[src/design/tphd_pkg.sv]
// ----------------------------------------------------------------------------
// tphd_pkg - trace packet header decoder definitions
// Packet kinds, header codes, field widths and small decode helpers.
// ----------------------------------------------------------------------------
package tphd_pkg;

  localparam int unsigned WIN_LOW_W   = 64;
  localparam int unsigned WIN_HIGH_W  = 32;
  localparam int unsigned KIND_W      = 4;
  localparam int unsigned LEN_W       = 4;
  localparam int unsigned PAT_W       = 24;
  localparam int unsigned CNT_W       = 5;
  localparam int unsigned ADDR_W      = 64;
  localparam int unsigned IN_DATA_W   = 96;
  localparam int unsigned OUT_FIELD_W = KIND_W + LEN_W + PAT_W + CNT_W + ADDR_W;
  localparam int unsigned OUT_DATA_W  = ((OUT_FIELD_W + 7) / 8) * 8;

  typedef enum logic [KIND_W-1:0] {
    KIND_UNKNOWN   = 4'd0,
    KIND_ASYNC     = 4'd1,
    KIND_TRACEINFO = 4'd2,
    KIND_TIMESTAMP = 4'd3,
    KIND_TRACEON   = 4'd4,
    KIND_CONTEXT   = 4'd5,
    KIND_EXCEPTION = 4'd6,
    KIND_ADDRESS   = 4'd7,
    KIND_ATOM_F1   = 4'd8,
    KIND_ATOM_F2   = 4'd9,
    KIND_ATOM_F3   = 4'd10,
    KIND_ATOM_F4   = 4'd11,
    KIND_ATOM_F5   = 4'd12,
    KIND_ATOM_F6   = 4'd13
  } kind_t;

  // header codes
  localparam logic [7:0] HDR_ASYNC      = 8'h00;
  localparam logic [7:0] HDR_TRACEINFO  = 8'h01;
  localparam logic [7:0] HDR_TS_SHORT   = 8'h02;
  localparam logic [7:0] HDR_TS_LONG    = 8'h03;
  localparam logic [7:0] HDR_TRACEON    = 8'h04;
  localparam logic [7:0] HDR_EXCEPTION  = 8'h06;
  localparam logic [7:0] HDR_CTX_A      = 8'h80;
  localparam logic [7:0] HDR_CTX_B      = 8'h81;
  localparam logic [7:0] HDR_ADDR_L64   = 8'b10011101;
  localparam logic [7:0] HDR_ATOM_F5_E4 = 8'hF5;
  localparam logic [7:0] ASYNC_TAIL     = 8'h80;

  // lengths in bytes, header included
  localparam logic [LEN_W-1:0] LEN_ONE       = 4'd1;
  localparam logic [LEN_W-1:0] LEN_TRACEINFO = 4'd2;
  localparam logic [LEN_W-1:0] LEN_EXC_SHORT = 4'd2;
  localparam logic [LEN_W-1:0] LEN_EXC_LONG  = 4'd3;
  localparam logic [LEN_W-1:0] LEN_TS_SHORT  = 4'd8;
  localparam logic [LEN_W-1:0] LEN_ADDR      = 4'd9;
  localparam logic [LEN_W-1:0] LEN_CONTEXT   = 4'd10;
  localparam logic [LEN_W-1:0] LEN_TS_LONG   = 4'd11;
  localparam logic [LEN_W-1:0] LEN_ASYNC     = 4'd12;

  // format 4 atom patterns, indexed by header bits 1:0
  function automatic logic [3:0] atom_f4_pattern(input logic [1:0] sel);
    logic [3:0] p;
    case (sel)
      2'd0:    p = 4'b1110;
      2'd1:    p = 4'b0000;
      2'd2:    p = 4'b1010;
      default: p = 4'b0101;
    endcase
    return p;
  endfunction

  // format 5 atom patterns, selected by header bit 5 and bits 1:0
  function automatic logic [4:0] atom_f5_pattern(input logic [2:0] sel);
    logic [4:0] p;
    case (sel)
      3'd5:    p = 5'b11110;
      3'd2:    p = 5'b01010;
      3'd3:    p = 5'b10101;
      default: p = 5'b00000;
    endcase
    return p;
  endfunction

endpackage

[src/design/trace_packet_header_decoder.sv]
// ----------------------------------------------------------------------------
// trace_packet_header_decoder - instruction trace packet header decoder
// Classifies the header of a 12-byte trace window; gives kind, length, atoms
// and the long 64-bit address.
// ----------------------------------------------------------------------------
// One window enters per transaction on s_axis and one result leaves per
// transaction on m_axis. A window is held in an input register, decoded by a
// single level of combinational logic and caught in a result register that
// drives m_axis_tvalid; the sustained rate is one window per clock while
// m_axis_tready stays high. The input stage accepts whenever it is empty
// or moving on, so a new window is taken while a finished result still waits
// on m_axis_tready. Bytes are little-endian in tdata: byte 0 (the header) in
// bits 7:0. Unknown headers give kind unknown with length 1; atom fields are
// zero outside atom packets and the address is zero outside address packets.
// ----------------------------------------------------------------------------
module trace_packet_header_decoder
  import tphd_pkg::*;
(
  input  logic                  clk,
  input  logic                  rst,
  input  logic                  s_axis_tvalid,
  output logic                  s_axis_tready,
  // [63:0] window_low, [95:64] window_high
  input  logic [IN_DATA_W-1:0]  s_axis_tdata,
  output logic                  m_axis_tvalid,
  input  logic                  m_axis_tready,
  // [3:0] packet_kind, [7:4] packet_length, [31:8] atom_pattern,
  // [36:32] atom_count, [100:37] target_address, [103:101] zero
  output logic [OUT_DATA_W-1:0] m_axis_tdata
);

  // input stage
  logic                  in_valid;
  logic [WIN_LOW_W-1:0]  win_low;
  logic [WIN_HIGH_W-1:0] win_high;

  // result stage
  logic                  out_valid;
  kind_t                 out_kind;
  logic [LEN_W-1:0]      out_len;
  logic [PAT_W-1:0]      out_pat;
  logic [CNT_W-1:0]      out_cnt;
  logic [ADDR_W-1:0]     out_addr;

  // decode results
  kind_t                 kind_next;
  logic [LEN_W-1:0]      len_next;
  logic [PAT_W-1:0]      pat_next;
  logic [CNT_W-1:0]      cnt_next;
  logic [ADDR_W-1:0]     addr_next;

  logic [7:0]            hdr;
  logic [4:0]            f6_ecnt;
  logic [PAT_W-1:0]      f6_pat;
  logic                  advance;

  // the result stage frees up when empty or being taken this cycle
  assign advance       = !out_valid || m_axis_tready;
  assign s_axis_tready = !in_valid || advance;

  always_ff @(posedge clk) begin
    if (rst) begin
      in_valid <= 1'b0;
    end else if (s_axis_tready) begin
      in_valid <= s_axis_tvalid;
    end
  end

  always_ff @(posedge clk) begin
    if (s_axis_tready && s_axis_tvalid) begin
      win_low  <= s_axis_tdata[WIN_LOW_W-1:0];
      win_high <= s_axis_tdata[IN_DATA_W-1:WIN_LOW_W];
    end
  end

  assign hdr = win_low[7:0];

  // format 6: (hdr[4:0] + 3) executed atoms, then one more that is E when
  // header bit 5 is clear. Count stays at or below 23 for valid headers.
  assign f6_ecnt = hdr[4:0] + 5'd3;

  always_comb begin
    for (int i = 0; i < PAT_W; i++) begin
      f6_pat[i] = (5'(i) < f6_ecnt) || ((5'(i) == f6_ecnt) && !hdr[5]);
    end
  end

  always_comb begin
    kind_next = KIND_UNKNOWN;
    len_next  = LEN_ONE;
    pat_next  = '0;
    cnt_next  = '0;
    addr_next = '0;
    unique case (hdr) inside
      HDR_ASYNC: begin
        if (win_low == '0 && win_high == {ASYNC_TAIL, 24'h000000}) begin
          kind_next = KIND_ASYNC;
          len_next  = LEN_ASYNC;
        end
      end
      HDR_TRACEINFO: begin
        // continuation bytes are not followed
        kind_next = KIND_TRACEINFO;
        len_next  = LEN_TRACEINFO;
      end
      HDR_TRACEON: begin
        kind_next = KIND_TRACEON;
      end
      HDR_TS_SHORT, HDR_TS_LONG: begin
        kind_next = KIND_TIMESTAMP;
        len_next  = hdr[0] ? LEN_TS_LONG : LEN_TS_SHORT;
      end
      HDR_CTX_A, HDR_CTX_B: begin
        kind_next = KIND_CONTEXT;
        len_next  = LEN_CONTEXT;
      end
      HDR_EXCEPTION: begin
        kind_next = KIND_EXCEPTION;
        len_next  = win_low[15] ? LEN_EXC_LONG : LEN_EXC_SHORT;
      end
      [8'hF6:8'hF7]: begin
        kind_next = KIND_ATOM_F1;
        pat_next  = PAT_W'(hdr[0]);
        cnt_next  = 5'd1;
      end
      [8'hD8:8'hDB]: begin
        kind_next = KIND_ATOM_F2;
        pat_next  = PAT_W'(hdr[1:0]);
        cnt_next  = 5'd2;
      end
      [8'hF8:8'hFF]: begin
        kind_next = KIND_ATOM_F3;
        pat_next  = PAT_W'(hdr[2:0]);
        cnt_next  = 5'd3;
      end
      [8'hDC:8'hDF]: begin
        kind_next = KIND_ATOM_F4;
        pat_next  = PAT_W'(atom_f4_pattern(hdr[1:0]));
        cnt_next  = 5'd4;
      end
      [8'hD5:8'hD7], HDR_ATOM_F5_E4: begin
        kind_next = KIND_ATOM_F5;
        pat_next  = PAT_W'(atom_f5_pattern({hdr[5], hdr[1:0]}));
        cnt_next  = 5'd5;
      end
      [8'hC0:8'hD4], [8'hE0:8'hF4]: begin
        kind_next = KIND_ATOM_F6;
        pat_next  = f6_pat;
        cnt_next  = f6_ecnt + 5'd1;
      end
      HDR_ADDR_L64: begin
        // bits 8:2 and 15:9 from the low 7 bits of bytes 1 and 2,
        // bits 63:16 from bytes 3 to 8
        kind_next = KIND_ADDRESS;
        len_next  = LEN_ADDR;
        addr_next = {win_high[7:0], win_low[63:24], win_low[22:16], win_low[14:8], 2'b00};
      end
      default: begin
        kind_next = KIND_UNKNOWN;
      end
    endcase
  end

  always_ff @(posedge clk) begin
    if (rst) begin
      out_valid <= 1'b0;
    end else if (advance) begin
      out_valid <= in_valid;
    end
  end

  always_ff @(posedge clk) begin
    if (advance && in_valid) begin
      out_kind <= kind_next;
      out_len  <= len_next;
      out_pat  <= pat_next;
      out_cnt  <= cnt_next;
      out_addr <= addr_next;
    end
  end

  assign m_axis_tvalid = out_valid;
  assign m_axis_tdata  = {(OUT_DATA_W - OUT_FIELD_W)'(0), out_addr, out_cnt, out_pat,
                          out_len, out_kind};

  // a decoded window always lands in the result stage
  a_stage_moves: assert property (@(posedge clk) disable iff (rst)
    in_valid && advance |=> out_valid)
    else $error("decoded transaction lost between stages");

  // atom fields only for atom packets
  a_atoms_only: assert property (@(posedge clk) disable iff (rst)
    out_valid && out_kind < KIND_ATOM_F1 |-> out_cnt == '0 && out_pat == '0)
    else $error("atom fields set on a non-atom packet");

  // atom packets are single-byte and carry at least one atom
  a_atom_len: assert property (@(posedge clk) disable iff (rst)
    out_valid && out_kind >= KIND_ATOM_F1 |-> out_len == LEN_ONE && out_cnt != '0)
    else $error("atom packet with bad length or count");

  // address only for address packets
  a_addr_only: assert property (@(posedge clk) disable iff (rst)
    out_valid && out_kind != KIND_ADDRESS |-> out_addr == '0)
    else $error("address set on a non-address packet");

endmodule

[config.mk]
export PLATFORM = sky130hd
export DESIGN_NAME = trace_packet_header_decoder
export DESIGN_NICKNAME = d
export VERILOG_FILES = /design/src/design/tphd_pkg.sv /design/src/design/trace_packet_header_decoder.sv
export SDC_FILE = /design/constraint.sdc
export NUM_CORES = 1
export LEC_CHECK = 0
export BUFFER_PORTS_ARGS = -buffer_cell sky130_fd_sc_hd__buf_2
export CAP_MARGIN = 10
export CORE_UTILIZATION = 30
export DETAILED_ROUTE_END_ITERATION = 6
export PLACE_DENSITY_LB_ADDON = 0.3
export SETUP_SLACK_MARGIN = 0.1
export SYNTH_ARGS = -nofsm -noshare
export SYNTH_HDL_FRONTEND = slang
export SYNTH_SLANG_ARGS = --single-unit
[constraint.sdc]
create_clock -name clk -period 8.6 [get_ports clk]
set_input_delay 2.58 -clock clk [delete_from_list [all_inputs] [get_ports clk]]
set_output_delay 2.58 -clock clk [all_outputs]
set_load 0.01 [all_outputs]
-- After elaboration in Yosys (flattened, before gate mapping)
Index checks and enable logic that the tools add are counted.
- add/sub/neg operators: 2
- order comparisons: 38
- equal/unequal tests: 38
- mux-type cells: 10
- reduce and logical (&&, ||, !) cells: 71
- operators by type and width (cell ; count):
    case mux 24 bit (6 select lines) ; 1
    logical NOT 64 bit ; 1
    >= comparator 8 bit (second input constant) ; 7
    <= comparator 8 bit (second input constant) ; 7
    case mux 4 bit (13 select lines) ; 1
    == test 4 x 5 -> 1 bit (first input constant) ; 8
    == test 5 bit (first input constant) ; 8
    less-than comparator 4 x 5 -> 1 bit (first input constant) ; 8
    less-than comparator 5 bit (first input constant) ; 8
    logical AND 1 bit ; 34
    == test 32 bit (second input constant) ; 1
    == test 8 bit (second input constant) ; 4
    case mux 5 bit (6 select lines) ; 1
    logical OR 1 bit ; 26
    case mux 4 bit (6 select lines) ; 1
    == test 3 x 5 -> 1 bit (first input constant) ; 4
    less-than comparator 3 x 5 -> 1 bit (first input constant) ; 4
    == test 8 x 2 -> 1 bit (second input constant) ; 2
    == test 8 x 3 -> 1 bit (second input constant) ; 2
    case mux 5 bit (3 select lines) ; 1
    case mux 4 bit (3 select lines) ; 1
    == test 2 x 5 -> 1 bit (first input constant) ; 2
    less-than comparator 1 x 5 -> 1 bit (first input constant) ; 2
    less-than comparator 2 x 5 -> 1 bit (first input constant) ; 2
    other kinds (16) ; 23
- register bits after elaboration: 199
- input bits: 100
- output and inout bits: 106
- word-level logic and storage cells: 169

-- Longest topological paths before layout
- word-level depth: 5
- depth in mapped cells: 9
- depth with buffers taken out: 7

-- Least setup slack after synthesis
No wires, ideal clock.
- path kind: input port to flip-flop
- from: input m_axis_tready
- to: register out_addr[10], enable pin
- setup time: 0.570 ns
- data arrival time: 7.044 ns
- required time: 8.030 ns
- slack: 0.986 ns
- stages on the path: 2
- buffers on the path: 0
- path through: nor2b_1 -> nor2b_1
- cells in the longest elaborated chain, start to end: 2
- ends and longest elaborated chain (item ; line ; text):
    start: declaration ; trace_packet_header_decoder.sv:26 ; input logic m_axis_tready,
    logical OR 1 bit ; trace_packet_header_decoder.sv:58 ; assign advance = !out_valid || m_axis_tready;
    logical AND 1 bit ; trace_packet_header_decoder.sv:173 ; if (advance && in_valid) begin
    end signal: assignment ; trace_packet_header_decoder.sv:178 ; out_addr <= addr_next;
    end: declaration ; trace_packet_header_decoder.sv:43 ; logic [ADDR_W-1:0] out_addr;
Every way passes these cells.
A chain may end at the register's enable or synchronous reset.

-- Worst setup path after layout
- from: input m_axis_tready
- to: output s_axis_tready
- cells in the longest elaborated chain, start to end: 2
- ends and longest elaborated chain (item ; line ; text):
    logical OR 1 bit ; trace_packet_header_decoder.sv:58 ;
    logical OR 1 bit ; trace_packet_header_decoder.sv:59 ; assign s_axis_tready = !in_valid || advance;
    end: declaration ; trace_packet_header_decoder.sv:22 ; output logic s_axis_tready,
Every way passes these cells.

==> out/qor_table.md <==
| Parameter | Reported |
| --- | --- |
| Global-route wire length before repair | 24.4 mm |
| Total number of vias | 4502 |
| Pwr Density | 223 nW/um2 |
| Final critical-path share of the clock period | 67.9% |
| Outcome | finished, final reports clean |
| Max Clk Rate | 0.171 GHz |
| Required time at the endpoint of the critical path | 6.02 ns |
| GR Util met2 | 20.3% |
| Signed area change from the synthesized netlist to the final layout | 26.9% |
| Worst Reg-to-Reg Cells | 6 |
| Synth async-reset ratio | 0% |
| Number of nets at the end of the flow | 782 |
| GP Congestion | 0.809 |
| Hpwl dp | 11.2 mm |
| Post-layout power | 2.13 mW |
| TritonCTS sink count | 197 |
| Share of the synthesized area in the top cell type | 77.8% |
| CTS clk-pin slew, worst paths | 0.08 ns |
| Syn Area/Cell | 16.0 um2 |
| Hold slack final | 0.524 ns |
| Final period demand of the worst path | 5.84 ns |
| Kind of critical path | primary input to output pin |
| Average routed wire per standard cell | 15.5 um |
| Vias in the first global route | 4559 |
| Met1 track demand over resource | 14.7% |
| Post-CTS setup buffer count | 0 |
| Min-Delay Path Class | flip-flop to flip-flop |
| Maximum clock path buffer count | 2 |
| Critical path peak fanout | 4 |
| Area of the mapped netlist | 7530 um2 |
| Post-Place Cell Area | 8880 um2 |
| Initial antenna violation count | 5 |
| Clock network latency to the later pin of the worst-skew pair | 0.44 ns |
| Die extent in y | 160 um |
| Depth of the CTS H-tree | 4 |
| Unique masters post-synth | 48 |
| Number of register bits inferred by synthesis | 197 |
| Number of vias per cell after detailed routing | 4.43 |
| Main synth FF type | sky130_fd_sc_hd__edfxtp_1 |
| Worst setup skew after layout | 0.0148 ns |
| Number of fill cells | 2286 |
| Sequential element share of the synthesized area | 78.3% |
| Number of design rule violations left after detail routing | 0 |
| Number of CTS-inserted buffers | 17 |
| Share of post-route cells with drive strength above 1 | 36.0% |
| Drt first pass iters | 4 |
| Leading cell type by number of instances after synthesis | sky130_fd_sc_hd__edfxtp_1 |
| Core ar. | 24500 um2 |
| Hold Fails Final Rpt | 0 |
| Total gr overflow | 0 |
| Most frequent cells after synthesis | 195 x sky130_fd_sc_hd__edfxtp_1, 64 x sky130_fd_sc_hd__and2_1, 25 x sky130_fd_sc_hd__a21oi_1 |
| Number of failing setup endpoints in the final timing report | 0 |
| Post_cts resized | 0 |
| Starting Density | 30.8% |
| Worst IR drop on VDD | 0.112 mV |
| GRT Max-Usage Layer | met2 |
| Area leader, netlist | sky130_fd_sc_hd__edfxtp_1 |
| Number of standard-cell rows in the floorplan | 57 |
| Worst Hold Path Cells | 2 |
| Relative slew slack | 37.4% |
| Die X-Extent | 160 um |
| CTS tree | built |
| Input/output buffers | 200 |
| Quantity of hold-fixing buffers added after cts | 0 |
| Final-layout setup total negative slack | 0 ns |
| Ports placed on the boundary | 206 |
| Root Buffer Master | sky130_fd_sc_hd__clkbuf_16 |
| Max Cap Viol | 0 |
| Worst setup SP type | primary input |
| Total of warnings raised by yosys | 0 |
| Overall global routing resource usage | 12.6% |
| Aggregate routed wire length | 15.7 mm |
| DRT antenna net count | 0 |
| Synthesized instance count | 472 |
| Most area-consuming cells after synthesis | sky130_fd_sc_hd__edfxtp_1 78%, sky130_fd_sc_hd__and2_1 5.3%, sky130_fd_sc_hd__nor4_1 1.8% |
| Post-synth EDFFs | 195 |
| Worst setup EP type | output pin |
| Max-slew violation count | 0 |
| Final instance area | 9550 um2 |
| Unrepaired setup endpoints after global routing | no |
| Tightest Pin Transition | 0.939 ns |
| Met3 demand-to-capacity share in global routing | 6.07% |
| Largest net degree at the start of global routing | 77 |
| Static leakage | 3.54 nW |
| Arrival time of the worst setup path | 3.26 ns |
| DRT iter0 DRCs | 201 |
| Area of the die | 25700 um2 |
[critical path: stages]
cell and delay, ns:
sky130_fd_sc_hd__buf_2 0.09, sky130_fd_sc_hd__nor2b_1 0.30, sky130_fd_sc_hd__nand2_1 0.13, sky130_fd_sc_hd__buf_2 0.16
[final timing paths]
kind                 start       endpoint  slack (ns)
min reg2reg       in_valid  m_axis_tvalid        0.52
max          m_axis_tready  s_axis_tready        2.76
max reg2reg     win_low[0]     out_pat[0]        5.47
min               in_valid  m_axis_tvalid        0.52
[report_power, final]
group	internal, mW	switching [mW]	leakage (nW)	total (mW)
clock network	0.422	0.442	0.321	0.864
logic	0.0507	0.0800	1.38	0.131
registers	1.11	0.0228	1.84	1.13
total	1.58	0.545	3.54	2.13
[metal layers]
layer  vias up  wire, um
li1       2189         -
met1      2119      6550
met2       173      7360
met3        19      1600
met4         2       214
met5         -        13
[layout by cell type, fill, tap and decap left out, types with 3 or more instances in the layout]
cell,netlist,layout
sky130_fd_sc_hd__nor2_1,24,23
sky130_fd_sc_hd__inv_16,0,4
sky130_fd_sc_hd__edfxtp_1,195,195
sky130_fd_sc_hd__nand4_1,8,8
sky130_fd_sc_hd__or3_1,3,3
sky130_fd_sc_hd__clkbuf_16,0,17
sky130_fd_sc_hd__o22ai_1,3,3
sky130_fd_sc_hd__buf_4,5,4
sky130_fd_sc_hd__diode_2,0,3
sky130_fd_sc_hd__buf_2,0,200
sky130_fd_sc_hd__nor3_1,3,3
sky130_fd_sc_hd__inv_1,8,8
sky130_fd_sc_hd__inv_8,0,3
sky130_fd_sc_hd__nand3_1,6,6
sky130_fd_sc_hd__and2_1,64,63
sky130_fd_sc_hd__nand2_1,13,13
sky130_fd_sc_hd__conb_1,1,5
sky130_fd_sc_hd__xnor2_1,6,6
sky130_fd_sc_hd__nor2b_1,6,5
sky130_fd_sc_hd__nor4_1,22,22
sky130_fd_sc_hd__ha_1,6,6
sky130_fd_sc_hd__inv_12,0,4
sky130_fd_sc_hd__clkinv_8,0,3
sky130_fd_sc_hd__or2_2,3,3
sky130_fd_sc_hd__nand3b_1,3,3
sky130_fd_sc_hd__o21ai_0,16,16
sky130_fd_sc_hd__a21oi_1,25,25
sky130_fd_sc_hd__o211ai_1,4,4
[layout make-up]
class / count / area [um2] / share of cell area [%]
flip-flops and latches: 197 / 5900 / 61.7
multi-input cells: 247 / 1520 / 15.9
repair buffers: 204 / 1030 / 10.8
clock buffers: 17 / 425 / 4.45
well taps: 324 / 405 / 4.24
clock inverters: 15 / 236 / 2.48
inverters: 9 / 33.8 / 0.354
diodes: 3 / 7.51 / 0.0786
[kinds of logic after synthesis]
family,synth area share [%]
flops,78.3
simple gates,12.8
compound gates,4.70
buf+inv,1.94
xor+xnor,0.931
fa+ha+maj,0.997
mux,0.266
other cells,0.0498
[flip-flops by register name (all words and copies together), names as in the netlist]
register,count
out_kind,4
out_cnt,5
out_len,4
out_pat,24
out_addr,62
in_valid,1
m_axis_tvalid,1
win_high,32
win_low,64
[metrics by stage]
step | worst slack (ns) | cells | util, %
finish | 2.76 | 1016 | 39.1
global placement | 2.78 | 981 | 36.3
CTS | 2.74 | 1013 | 39.0
detailed placement | 2.74 | 981 | 36.3
floorplan | 0.986 | 476 | -
global route | 2.70 | 1015 | 39.0
(Power assumes the default switching activity.)
